### src/sv/modbus_rtu_register_slave_macros.svh
// Assertion macros for the Modbus RTU register slave.
`ifndef MODBUS_RTU_REGISTER_SLAVE_MACROS_SVH
`define MODBUS_RTU_REGISTER_SLAVE_MACROS_SVH
`ifndef SYNTH
`define MRS_ASSERT_IMP(label, clk, rst_n, ante, cons) \
  label: assert property (@(posedge clk) disable iff (!rst_n) (ante) |-> (cons)) \
    else $error("assertion failed");
`define MRS_ASSERT_NXT(label, clk, rst_n, ante, cons) \
  label: assert property (@(posedge clk) disable iff (!rst_n) (ante) |=> (cons)) \
    else $error("assertion failed");
`else
`define MRS_ASSERT_IMP(label, clk, rst_n, ante, cons)
`define MRS_ASSERT_NXT(label, clk, rst_n, ante, cons)
`endif
`endif

### src/sv/mrs_pkg.sv
// Shared types and constants for the Modbus RTU register slave.
package mrs_pkg;
  localparam int REG_COUNT_DEF   = 16;
  localparam int FRAME_DEPTH_DEF = 16;

  localparam logic [1:0] KIND_RX    = 2'd0;
  localparam logic [1:0] KIND_WRITE = 2'd1;
  localparam logic [1:0] KIND_READ  = 2'd2;

  localparam logic [7:0] FN_READ  = 8'h03;
  localparam logic [7:0] FN_WRITE = 8'h06;

  localparam logic [2:0] ST_READ_OK  = 3'd0;
  localparam logic [2:0] ST_WRITE_OK = 3'd1;
  localparam logic [2:0] ST_CRC_ERR  = 3'd2;
  localparam logic [2:0] ST_REJECT   = 3'd3;
  localparam logic [2:0] ST_BAD_LEN  = 3'd4;
  localparam logic [2:0] ST_LOCAL    = 3'd5;

  localparam logic [15:0] CRC_INIT = 16'hFFFF;

  // controller -> datapath
  typedef struct packed {
    logic       rx_byte;    // fold and store input byte
    logic       frame_clr;  // restart frame
    logic       loc_wr;
    logic       loc_rd;
    logic       chk_ld;     // latch frame decode
    logic       msk_step;   // advance mask scan
    logic       rsp_ld;     // start response
    logic       rsp_adv;    // next response byte
    logic       reg_commit; // write echo stores value
  } mrs_cmd_t;

  // datapath -> controller
  typedef struct packed {
    logic       len_bad;
    logic       hdr_bad;
    logic       crc_bad;
    logic       is_read;
    logic       rng_bad;
    logic       msk_bad;
    logic       msk_done;
    logic       rsp_last;
  } mrs_sts_t;

  function automatic logic [15:0] crc_fold(input logic [15:0] crc, input logic [7:0] b);
    logic [15:0] c;
    c = crc ^ {8'h00, b};
    for (int k = 0; k < 8; k++) begin
      c = c[0] ? ((c >> 1) ^ 16'hA001) : (c >> 1);
    end
    return c;
  endfunction
endpackage

### src/sv/mrs_datapath.sv
// Datapath: frame buffer, CRC, register file and response byte generator.
module mrs_datapath #(
  parameter int REG_COUNT   = mrs_pkg::REG_COUNT_DEF,
  parameter int FRAME_DEPTH = mrs_pkg::FRAME_DEPTH_DEF
) (
  input  logic                clk,
  input  logic                rst_n,
  input  mrs_pkg::mrs_cmd_t   cmd,
  output mrs_pkg::mrs_sts_t   sts,
  input  logic [7:0]          device_address,
  input  logic [15:0]         active_mask,
  input  logic [7:0]          in_rx_byte,
  input  logic [3:0]          in_reg_index,
  input  logic [15:0]         in_reg_value,
  output logic [7:0]          rsp_byte,
  output logic [15:0]         loc_value
);
  localparam int CW = $clog2(FRAME_DEPTH + 1);
  localparam int FW = $clog2(FRAME_DEPTH);
  localparam int RW = (REG_COUNT > 1) ? $clog2(REG_COUNT) : 1;

  logic [7:0]  frame_mem [FRAME_DEPTH];
  logic [15:0] regs_r [REG_COUNT];
  logic [15:0] crc_r;
  logic [CW-1:0] cnt_r;
  logic        ovf_r;
  logic [7:0]  b0_r, b1_r, b2_r, b3_r, b4_r, b5_r;

  // latched decode
  logic [15:0] a_r, n_r;
  logic [4:0]  scan_r;     // mask scan position
  logic [4:0]  scan_end_r;
  logic        msk_bad_r;

  // response
  logic        rd_mode_r;
  logic [5:0]  pos_r;
  logic [5:0]  len_r;
  logic [15:0] tcrc_r;
  logic [15:0] loc_value_r;
  logic [7:0]  echo_rd_r;
  logic [4:0]  ridx_r;

  always_ff @(posedge clk) begin
    if (cmd.rx_byte && cnt_r < CW'(FRAME_DEPTH)) begin
      frame_mem[cnt_r[FW-1:0]] <= in_rx_byte;
      case (cnt_r)
        CW'(0): b0_r <= in_rx_byte;
        CW'(1): b1_r <= in_rx_byte;
        CW'(2): b2_r <= in_rx_byte;
        CW'(3): b3_r <= in_rx_byte;
        CW'(4): b4_r <= in_rx_byte;
        CW'(5): b5_r <= in_rx_byte;
        default: ;
      endcase
    end
    echo_rd_r <= frame_mem[pos_r[FW-1:0]];
  end

  always_ff @(posedge clk) begin
    if (!rst_n) begin
      crc_r <= mrs_pkg::CRC_INIT;
      cnt_r <= '0;
      ovf_r <= 1'b0;
      for (int i = 0; i < REG_COUNT; i++) regs_r[i] <= '0;
    end else begin
      if (cmd.frame_clr) begin
        crc_r <= mrs_pkg::CRC_INIT;
        cnt_r <= '0;
        ovf_r <= 1'b0;
      end else if (cmd.rx_byte) begin
        crc_r <= mrs_pkg::crc_fold(crc_r, in_rx_byte);
        if (cnt_r < CW'(FRAME_DEPTH)) cnt_r <= cnt_r + 1'b1;
        else ovf_r <= 1'b1;
      end
      if (cmd.loc_wr && {1'b0, in_reg_index} < 5'(REG_COUNT))
        regs_r[in_reg_index[RW-1:0]] <= in_reg_value;
      if (cmd.reg_commit)
        regs_r[a_r[RW-1:0]] <= n_r;
    end
  end

  // decode checks (len/hdr/crc valid at frame end after last byte folded; rng/msk after chk_ld)
  wire [16:0] a_plus_n = {1'b0, a_r} + {1'b0, n_r};
  assign sts.len_bad  = ovf_r || cnt_r < CW'(6);
  assign sts.hdr_bad  = b0_r != device_address ||
                        (b1_r != mrs_pkg::FN_READ && b1_r != mrs_pkg::FN_WRITE);
  assign sts.crc_bad  = crc_r != 16'h0000;
  assign sts.is_read  = b1_r == mrs_pkg::FN_READ;
  assign sts.rng_bad  = rd_mode_r ? (n_r == 16'd0 || a_plus_n > 17'(REG_COUNT))
                                  : (a_r >= 16'(REG_COUNT));
  assign sts.msk_bad  = msk_bad_r;
  assign sts.msk_done = scan_r >= scan_end_r;
  assign sts.rsp_last = pos_r == len_r - 6'd1;

  always_ff @(posedge clk) begin
    if (cmd.chk_ld) begin
      a_r        <= {b2_r, b3_r};
      n_r        <= {b4_r, b5_r};
      rd_mode_r  <= b1_r == mrs_pkg::FN_READ;
      scan_r     <= b3_r[4:0];
      scan_end_r <= (b1_r == mrs_pkg::FN_READ) ? 5'(b3_r[4:0] + b5_r[4:0])
                                               : 5'(b3_r[4:0] + 5'd1);
      msk_bad_r  <= 1'b0;
    end else if (cmd.msk_step) begin
      if (!active_mask[scan_r[3:0]]) msk_bad_r <= 1'b1;
      scan_r <= scan_r + 5'd1;
    end
  end

  // response byte sequencer; steps to the next byte on each rsp_adv
  logic [7:0] nb;
  logic [15:0] rv;
  always_comb begin
    rv = regs_r[ridx_r[RW-1:0]];
    if (!rd_mode_r) nb = echo_rd_r;
    else if (pos_r == 6'd0) nb = device_address;
    else if (pos_r == 6'd1) nb = mrs_pkg::FN_READ;
    else if (pos_r == 6'd2) nb = {n_r[6:0], 1'b0};
    else if (pos_r == len_r - 6'd2) nb = tcrc_r[7:0];
    else if (pos_r == len_r - 6'd1) nb = tcrc_r[15:8];
    else nb = pos_r[0] ? rv[15:8] : rv[7:0];
  end

  always_ff @(posedge clk) begin
    if (cmd.rsp_ld) begin
      pos_r  <= '0;
      ridx_r <= a_r[4:0];
      tcrc_r <= mrs_pkg::CRC_INIT;
      len_r  <= rd_mode_r ? 6'(6'd5 + {n_r[4:0], 1'b0}) : 6'(cnt_r);
    end else if (cmd.rsp_adv) begin
      if (pos_r < len_r - 6'd2) tcrc_r <= mrs_pkg::crc_fold(tcrc_r, nb);
      if (pos_r >= 6'd3 && !pos_r[0]) ridx_r <= ridx_r + 5'd1;
      pos_r <= pos_r + 6'd1;
    end
    if (cmd.loc_rd)
      loc_value_r <= ({1'b0, in_reg_index} < 5'(REG_COUNT)) ? regs_r[in_reg_index[RW-1:0]]
                                                              : 16'd0;
  end

  assign rsp_byte  = nb;
  assign loc_value = loc_value_r;
endmodule

### src/sv/mrs_ctrl.sv
// Controller: sequences frame checks, responses and local accesses.
module mrs_ctrl (
  input  logic              clk,
  input  logic              rst_n,
  input  logic              in_valid,
  output logic              in_ready,
  input  logic [1:0]        in_kind,
  input  logic              in_frame_end,
  output logic              out_valid,
  input  logic              out_ready,
  output logic              o_tx_valid,
  output logic              o_tx_last,
  output logic [2:0]        o_status,
  output logic              o_use_loc,
  output mrs_pkg::mrs_cmd_t cmd,
  input  mrs_pkg::mrs_sts_t sts
);
  localparam logic [2:0] S_IDLE  = 3'd0;
  localparam logic [2:0] S_CHK   = 3'd1;
  localparam logic [2:0] S_SCAN  = 3'd2;
  localparam logic [2:0] S_PREP  = 3'd3;
  localparam logic [2:0] S_STRM  = 3'd4;
  localparam logic [2:0] S_ONE   = 3'd5;
  localparam logic [2:0] S_PREP2 = 3'd6;

  logic [2:0] state_r, state_nxt;
  logic [2:0] st_r, st_nxt;
  logic       loc_r, loc_nxt;
  logic       acc;

  assign in_ready = state_r == S_IDLE;
  assign acc = in_valid && in_ready;

  always_comb begin
    cmd = '0;
    state_nxt = state_r;
    st_nxt = st_r;
    loc_nxt = loc_r;
    case (state_r)
      S_IDLE: if (acc) begin
        case (in_kind)
          mrs_pkg::KIND_RX: begin
            cmd.rx_byte = 1'b1;
            if (in_frame_end) state_nxt = S_CHK;
          end
          mrs_pkg::KIND_WRITE: begin
            cmd.loc_wr = 1'b1; st_nxt = mrs_pkg::ST_LOCAL; loc_nxt = 1'b0;
            state_nxt = S_ONE;
          end
          mrs_pkg::KIND_READ: begin
            cmd.loc_rd = 1'b1; st_nxt = mrs_pkg::ST_LOCAL; loc_nxt = 1'b1;
            state_nxt = S_ONE;
          end
          default: ;
        endcase
      end
      S_CHK: begin
        loc_nxt = 1'b0;
        cmd.chk_ld = 1'b1;
        if (sts.len_bad) begin
          st_nxt = mrs_pkg::ST_BAD_LEN; state_nxt = S_ONE; cmd.frame_clr = 1'b1;
        end else if (sts.hdr_bad) begin
          st_nxt = mrs_pkg::ST_REJECT; state_nxt = S_ONE; cmd.frame_clr = 1'b1;
        end else if (sts.crc_bad) begin
          st_nxt = mrs_pkg::ST_CRC_ERR; state_nxt = S_ONE; cmd.frame_clr = 1'b1;
        end else begin
          st_nxt = sts.is_read ? mrs_pkg::ST_READ_OK : mrs_pkg::ST_WRITE_OK;
          state_nxt = S_SCAN;
        end
      end
      S_SCAN: begin
        if (sts.rng_bad || sts.msk_bad) begin
          st_nxt = mrs_pkg::ST_REJECT; state_nxt = S_ONE; cmd.frame_clr = 1'b1;
        end else if (sts.msk_done) begin
          state_nxt = S_PREP; cmd.rsp_ld = 1'b1;
          cmd.reg_commit = st_r == mrs_pkg::ST_WRITE_OK;
        end else cmd.msk_step = 1'b1;
      end
      S_PREP: state_nxt = S_PREP2; // echo memory read latency
      S_PREP2: state_nxt = S_STRM;
      S_STRM: if (out_ready) begin
        cmd.rsp_adv = 1'b1;
        if (sts.rsp_last) begin
          state_nxt = S_IDLE; cmd.frame_clr = 1'b1;
        end else state_nxt = S_PREP2;
      end
      S_ONE: if (out_ready) state_nxt = S_IDLE;
      default: state_nxt = S_IDLE;
    endcase
  end

  always_ff @(posedge clk) begin
    if (!rst_n) begin
      state_r <= S_IDLE;
      st_r <= mrs_pkg::ST_READ_OK;
      loc_r <= 1'b0;
    end else begin
      state_r <= state_nxt;
      st_r <= st_nxt;
      loc_r <= loc_nxt;
    end
  end

  assign out_valid  = state_r == S_STRM || state_r == S_ONE;
  assign o_tx_valid = state_r == S_STRM;
  assign o_tx_last  = state_r == S_ONE || sts.rsp_last;
  assign o_status   = st_r;
  assign o_use_loc  = loc_r;
endmodule

### src/sv/modbus_rtu_register_slave.sv
// Modbus RTU register slave (functions 03 and 06) with local register access.
// Frame bytes are taken every cycle while idle. At frame end, a length, header or CRC
// error is reported from S_CHK; otherwise range and mask checks step through S_SCAN one
// register at a time, then S_PREP and S_PREP2 precede the first response byte. Response
// bytes alternate S_STRM with S_PREP2 (registered frame buffer read); a local access result
// follows in the cycle after accept. Sync reset clears control, config, CRC, count, regs.
`include "modbus_rtu_register_slave_macros.svh"
module modbus_rtu_register_slave #(
  parameter int REG_COUNT   = mrs_pkg::REG_COUNT_DEF,
  parameter int FRAME_DEPTH = mrs_pkg::FRAME_DEPTH_DEF
) (
  input  logic        clk,
  input  logic        rst_n,
  input  logic        cfg_we,
  input  logic        cfg_index,
  input  logic [15:0] cfg_wdata,
  input  logic        in_valid,
  output logic        in_ready,
  input  logic [1:0]  in_kind,
  input  logic [7:0]  in_rx_byte,
  input  logic        in_frame_end,
  input  logic [3:0]  in_reg_index,
  input  logic [15:0] in_reg_value,
  output logic        out_valid,
  input  logic        out_ready,
  output logic        out_tx_valid,
  output logic [7:0]  out_tx_byte,
  output logic        out_tx_last,
  output logic [2:0]  out_status,
  output logic [15:0] out_read_value
);
  logic [7:0]  dev_addr_r;
  logic [15:0] mask_r;
  mrs_pkg::mrs_cmd_t cmd;
  mrs_pkg::mrs_sts_t sts;
  logic [7:0]  rsp_byte;
  logic [15:0] loc_value;
  logic        use_loc;

  // configuration registers
  always_ff @(posedge clk) begin
    if (!rst_n) begin
      dev_addr_r <= 8'd1;
      mask_r <= 16'd0;
    end else if (cfg_we) begin
      if (!cfg_index) dev_addr_r <= cfg_wdata[7:0];
      else mask_r <= cfg_wdata;
    end
  end

  mrs_ctrl u_ctrl (
    .clk, .rst_n, .in_valid, .in_ready, .in_kind, .in_frame_end,
    .out_valid, .out_ready,
    .o_tx_valid(out_tx_valid), .o_tx_last(out_tx_last), .o_status(out_status),
    .o_use_loc(use_loc), .cmd, .sts
  );

  mrs_datapath #(.REG_COUNT(REG_COUNT), .FRAME_DEPTH(FRAME_DEPTH)) u_dp (
    .clk, .rst_n, .cmd, .sts,
    .device_address(dev_addr_r), .active_mask(mask_r),
    .in_rx_byte, .in_reg_index, .in_reg_value,
    .rsp_byte, .loc_value
  );

  // byte is zero on status-only transactions
  assign out_tx_byte    = out_tx_valid ? rsp_byte : 8'h00;
  assign out_read_value = use_loc ? loc_value : 16'h0000;

  `MRS_ASSERT_IMP(a_no_in_while_out, clk, rst_n, out_valid, !in_ready)
  `MRS_ASSERT_IMP(a_err_is_last, clk, rst_n, out_valid && !out_tx_valid, out_tx_last)
  `MRS_ASSERT_IMP(a_byte_zero, clk, rst_n, out_valid && !out_tx_valid, out_tx_byte == 8'h00)
endmodule
### config.mk
export PLATFORM = sky130hd
export DESIGN_NAME = modbus_rtu_register_slave
export DESIGN_NICKNAME = d
export VERILOG_FILES = /design/src/sv/mrs_pkg.sv /design/src/sv/mrs_datapath.sv /design/src/sv/mrs_ctrl.sv /design/src/sv/modbus_rtu_register_slave.sv
export VERILOG_INCLUDE_DIRS = /design/src /design/src/sv
export SDC_FILE = /design/constraint.sdc
export NUM_CORES = 1
export LEC_CHECK = 0
export BUFFER_PORTS_ARGS = -buffer_cell sky130_fd_sc_hd__buf_2
export CAP_MARGIN = 10
export CORE_UTILIZATION = 47
export DETAILED_ROUTE_END_ITERATION = 7
export PLACE_DENSITY = 0.65
export SLEW_MARGIN = 40
export SYNTH_ARGS = -nofsm -noshare
export SYNTH_HDL_FRONTEND = slang
export SYNTH_SLANG_ARGS = --single-unit
### constraint.sdc
create_clock -name clk -period 4.1 [get_ports clk]
set_input_delay 0.205 -clock clk [delete_from_list [all_inputs] [get_ports clk]]
set_output_delay 0.205 -clock clk [all_outputs]
set_load 0.01 [all_outputs]
After elaboration in Yosys (flattened, before gate mapping)

Memories as Yosys holds them, arrays and structs flattened. A register that Yosys moved wholly into a read port is not among the register bits.
Index checks and enable logic that the tools add are counted.

Logic and storage cells: 238
Bits in writable memories: 384
Flip-flop bits (word level): 178
Input bits: 53
Output and inout port bits: 31
Memories kept: 2

Memory list:

| memory         | depth | width | rd ports | clocked after memory_dff | wr ports | RTL line           | text |
|---|---|---|---|---|---|---|---|
| u_dp.regs_r    | 16    | 16    | 2        | 2                        | 16       | mrs_datapath.sv:23 | `logic [15:0] regs_r [REG_COUNT];` |
| u_dp.frame_mem | 16    | 8     | 1        | 1                        | 1        | mrs_datapath.sv:22 | `logic [7:0] frame_mem [FRAME_DEPTH];` |

Bitwise logic cells: 22
Eq/ne operators: 31
Mux-type cells: 98
Reductions and logical operators: 42
Magnitude comparators: 8
Add/sub/neg operators: 10

Operators with widths:

| cell                  | count |
|---|---|
| $mux W16              | 19 |
| $mux W8               | 8 |
| $mux W3               | 16 |
| $not A2 Y3            | 16 |
| $mux W5               | 7 |
| $mux W1               | 34 |
| $reduce_or A16 Y1     | 2 |
| $xor A16 B8 Y16       | 2 |
| $reduce_and A2 Y1     | 13 |
| $pmux W3 S7           | 1 |
| $add A5 B1 Y5 const B | 4 |
| $add A16 B16 Y17      | 1 |
| $gt A17 B5 Y1 const B | 1 |
| $ge A16 B5 Y1 const B | 1 |
| $logic_not A16 Y1     | 1 |
| $reduce_bool A16 Y1   | 1 |
| $eq A6 B6 Y1          | 2 |
| $mux W4               | 3 |
| $eq A5 B2 Y1 const B  | 2 |
| $eq A5 B3 Y1 const B  | 2 |
| $eq A3 B3 Y1 const B  | 3 |
| $ne A3 B3 Y1 const B  | 3 |
| $pmux W3 S3           | 1 |
| $eq A8 B2 Y1 const B  | 1 |
| other kinds (43)      | 67 |

Logic depth before layout (Yosys ltp)

Depth after elaboration: 25
Depth in mapped cells: 19
Gate-level depth less buffers: 17

Cells and area by module

A second synthesis with hierarchy kept.

Cell total of the unflattened synthesis: 2052
Area, all modules: 29569.6 sq um

Modules (own cells, without submodules):

| module                    | area an instance (sq um) | seq. area each (sq um) | cells each | times used |
|---|---|---|---|---|
| mrs_datapath              | 27825.4                  | 16185.5                | 1851       | 1 |
| modbus_rtu_register_slave | 1077.3                   | 480.5                  | 125        | 1 |
| mrs_ctrl                  | 666.9                    | 140.1                  | 76         | 1 |

Worst setup path before layout

No wires, ideal clock.

Kind: reg2reg
Start: register u_dp.n_r[0]
End: memory u_dp.regs_r[13][0] (enable)
Library setup time: 372 ps
Clock period less this slack: 4475 ps
Required time: 3728 ps
Setup slack: -375 ps
Stages on the path, launching flop included: 19
Path buffers: 3
Arrival time: 4104 ps
Cells stage by stage: edfxtp_1 ha_1 fa_1 a21o_1 a21oi_1 o21bai_1 a21oi_1 o21ai_0 mux2i_1 or4_1 a21oi_2 nand3_2 inv_2 and2_1 buf_2 buf_4 a31oi_2 buf_2 nand2_1

RTL lines:

| item                   | RTL line           | text |
|---|---|---|
| start, declared        | mrs_datapath.sv:30 | `logic [15:0] a_r, n_r;` |
| start signal, assigned | mrs_datapath.sv:99 | `n_r <= {b4_r, b5_r};` |
| end, declared          | mrs_datapath.sv:23 |  |

==> flow_summary.yaml <==
grt:
  grt_pass1_vias: 18850
  gr-total-overflow: 0
  antenna_found_initial: 0
  grt_start_max_net_pins: 36
  grt_pass1_wl_um: 120100
  grt_usage_pct: 25.99
yosys:
  yosys_warnings: 0
  synth_xor_area_share_pct: 3.051
  synthArstFlopShare_pct: 0
  synthFlopType: "edfxtp_1"
  yosys.area_share.simple_pct: 11.12
  synth.avg_cell_area_um2: 13.73
  synthAdderAreaFrac_pct: 2.235
  ys_seq_area_share_pct: 58.62
  synth_compound_area_share_pct: 6.219
  ys_seq_elements: 589
  synth_cell_type_count: 84
  synth_edf_count: 501
  synthMuxAreaShare_pct: 16.02
  syn_nets: 2191
  syn-instance-count: 2088
  syn_area_mm2: 0.02867
  synth_top_family_by_area: "multiplexers"
critical_path:
  arrival_ns: 4.49
  slowest_stage: "or4_4"
  cp-end-kind: "flop"
  worstSetupPathType: "reg2reg"
  crit_chain: "ha_2 -> fa_1 -> a21o_1 -> a21oi_1 -> o21bai_1 -> a21oi_2 -> buf_4 -> xor2_1 -> nand4_1 -> or4_4 -> a21oi_4 -> nand3_2 -> inv_2 -> and2_2 -> clkbuf_16 -> a31oi_2 -> buf_4 -> nor2_1"
  cp_max_fo: 16
  crit_path_max_incr_delay_ns: 0.45
  crit_start: "u_dp.n_r[0]"
  crit_family: "simple AND/OR/NAND/NOR gates"
  timing.rr.start: "u_dp.n_r[0]"
  startpoint_type: "flop"
  cp_common_cell: "buf_4"
  crit_required_ns: 4.57
  critPathBufInv: 4
drt:
  wl_per_cell_um: 25.83
  drc: 0
  wl_met1_um: 31810
  wl_met2_um: 40040
  dr.max_layer_used: "met4"
  via_count: 19150
  dr.first_iter.drc_count: 2013
  wl_met3_um: 6897
  drt_wl_total_um: 81140
  detailedRoute.firstPassIterationCount: 5
  viasPerCell: 6.096
  ant_nets: 0
run:
  maxCapViolations: 0
clocking:
  cts_tree: "yes"
  clkLatencyLatePin_ns: 0.63
  htree_levels: 2
  clk_pin_slew_worst_paths_ns: 0.06
  cts-root-buf: "clkbuf_16"
  ctsLongestPathBuffers: 3
  cts-buffers-inserted: 61
  clock_sinks: 589
finish:
  diodes: 0
  area_delta_synth_final_pct: 17.55
  drive_gt1_share_pct: 26.37
  fin_nets: 2409
  post-route-util_pct: 55.83
  fin_cells: 3141
timing:
  hold_viol: 0
  skew_ns: 0.01957
  drv_slew: 0
  setup_ws_ns: 0.08140
  setup_violations: 0
  fmax_ghz: 0.2488
  timing.hold.ws_ns: 0.05748
  max-slew-margin-rel_pct: 43.63
  final.min_clock_period_ns: 4.019
  period_share_pct: 98.01
  worst_pin_slew_ns: 0.8455
placed_design:
  place_hpwl_um: 54790
  place_ws_ns: 0.005628
  port_buffers: 83
  gp_congestion: 0.9396
  dp_cells: 2966
hold_path:
  hold_class: "in2reg"
  hp-start: "rst_n"
pwr:
  peakVddDrop_mv: 0.3848
  powerDensity_mw_per_mm2: 563.9
  power_leakage_nw: 12.26
  finalPower_mw: 19.00
floorplan:
  die_y_um: 249.0
  initial_core_util_pct: 47.50
  die_width_um: 249.0
  pin_count: 84
  dieArea_mm2: 0.06199
  rows: 90
  core_area_mm2: 0.06036
outcome:
  status: "finished, final reports clean"
path summary, 6_finish.rpt:
path	endpoint	slack, ns	cells past startpoint
worst max-delay path	u_dp.regs_r[11][8]	0.08	18
worst min-delay path	dev_addr_r[0]	0.06	2
worst max register to register	u_dp.regs_r[11][8]	0.08	18
worst min register to register	u_dp.n_r[11]	0.41	0
stage by stage:
stage	instance area [um2]	setup TNS [ns]
3_5_place_dp	30820	0
5_1_grt	33700	-2.449
6_report	33700	0
2_1_floorplan	28830	-5.072
3_3_place_gp	30810	0
4_1_cts	33120	0
worst register-to-register path, stage by stage (launching register included):
cell and delay, ns:
edfxtp_1 0.41, ha_2 0.22, fa_1 0.40, a21o_1 0.21, a21oi_1 0.16, o21bai_1 0.10, a21oi_2 0.18, buf_4 0.13
xor2_1 0.15, nand4_1 0.11, or4_4 0.45, a21oi_4 0.19, nand3_2 0.11, inv_2 0.08, and2_2 0.22, clkbuf_16 0.18
a31oi_2 0.13, buf_4 0.28, nor2_1 0.17
state kept, by name, indices dropped and copies added, names as in the netlist, 4 cells and up, named ones only:
register         count
u_dp.ridx_r          4
mask_r              16
u_dp.b0_r            8
u_dp.len_r           6
u_dp.regs_r        256
u_dp.b2_r            8
u_dp.frame_mem     128
u_dp.cnt_r           5
u_dp.tcrc_r         16
dev_addr_r           8
u_dp.n_r            16
u_dp.crc_r          16
u_dp.scan_r          5
u_dp.b1_r            8
u_dp.loc_value      16
u_dp.b3_r            8
u_dp.b4_r            8
u_dp.pos_r           6
u_dp.b5_r            8
u_dp.scan_end_r      5
u_dp.echo_rd_r       8
u_dp.a_r            16
cells in the final DEF, fill, tap and decap left out, types with 15 or more instances in the layout:
| master | synthesis | routed |
|---|---|---|
| mux4_2 | 177 | 177 |
| nand2_4 | 0 | 19 |
| and2_1 | 32 | 31 |
| a21boi_0 | 28 | 28 |
| nor4_1 | 19 | 19 |
| buf_4 | 18 | 130 |
| clkbuf_16 | 0 | 65 |
| nor3_1 | 29 | 28 |
| nand2b_1 | 20 | 20 |
| dlygate4sd3_1 | 0 | 21 |
| xor2_1 | 21 | 21 |
| xnor2_1 | 58 | 58 |
| inv_1 | 37 | 37 |
| nand4_1 | 16 | 16 |
| o21ai_0 | 33 | 32 |
| mux2i_1 | 46 | 45 |
| dfxtp_1 | 88 | 84 |
| buf_6 | 6 | 15 |
| clkbuf_1 | 77 | 18 |
| nor2_1 | 346 | 342 |
| nand3_1 | 26 | 26 |
| buf_2 | 22 | 81 |
| ha_1 | 48 | 47 |
| edfxtp_1 | 501 | 501 |
| nand2_1 | 161 | 145 |
| buf_12 | 0 | 33 |
| a21oi_1 | 36 | 34 |
| o211ai_1 | 20 | 20 |
cells in the mapped netlist (6+ instances only):
library cell | number | area (um2)
a21oi_1 | 36 | 180.2
clkbuf_1 | 77 | 289.0
nor3_1 | 29 | 145.1
a21o_1 | 10 | 75.07
a22oi_1 | 14 | 105.1
o211ai_1 | 20 | 150.1
mux4_2 | 177 | 3986
nor2_1 | 346 | 1299
buf_4 | 18 | 135.1
a22o_1 | 8 | 70.07
nor2b_1 | 13 | 81.33
or3_1 | 7 | 43.79
a31oi_1 | 16 | 100.1
edfxtp_1 | 501 | 15040
xnor2_1 | 58 | 508.0
a21boi_0 | 28 | 210.2
nor4_1 | 19 | 118.9
a21oi_2 | 6 | 52.55
xor2_1 | 21 | 183.9
mux2_2 | 13 | 146.4
buf_2 | 22 | 110.1
buf_6 | 6 | 67.56
o22ai_1 | 7 | 43.79
nand2_1 | 161 | 604.3
a31oi_2 | 10 | 125.1
a2111oi_0 | 6 | 52.55
nand3_1 | 26 | 130.1
mux2i_1 | 46 | 460.4
nand2b_1 | 20 | 125.1
and2_1 | 32 | 200.2
o21ai_0 | 33 | 165.2
dfxtp_1 | 88 | 1762
ha_1 | 48 | 600.6
nand4_1 | 16 | 100.1
buf_1 | 8 | 30.03
inv_1 | 37 | 138.9
power by group:
part / switching [mW] / internal (mW) / total, mW
Sequential: 0.422 / 7.01 / 7.43
Clock: 2.32 / 3.06 / 5.38
Combinational: 3.32 / 2.87 / 6.19
cells by family after synthesis:
family	after synthesis
compound gates	246
xor+xnor	88
fa+ha+maj	50
buf+inv	171
flops	589
mux	236
simple gates	708
timing repair:
item | 4_1_cts | 5_1_grt
gates cloned | 0 | 8
setup endpoints to repair | 27 | 515
pin swaps | 0 | 6
hold buffers | 21 | 0
gates resized for setup | 0 | 38
endpoints found under the hold margin | 26 | 0
buffers inserted | 10 | 20
layout make-up:
cell class	count	area, um2
flip-flops and latches	589	16810
clock buffers	81	1644
inverters	40	150.1
fillers	4815	26660
repair buffers	282	2471
clock inverters	35	277.8
well taps	782	978.4
multi-input cells	1332	11360
metal layers:
| metal | vias to the layer above | global-route usage, % |
|---|---|---|
| met4 | 0 | 8.252 |
| met1 | 9688 | 34.07 |
| met2 | 946 | 43.87 |
| met5 | - | 0 |
| met3 | 158 | 4.734 |
| li1 | 8356 | - |
Power figures use the tool's default switching activity.
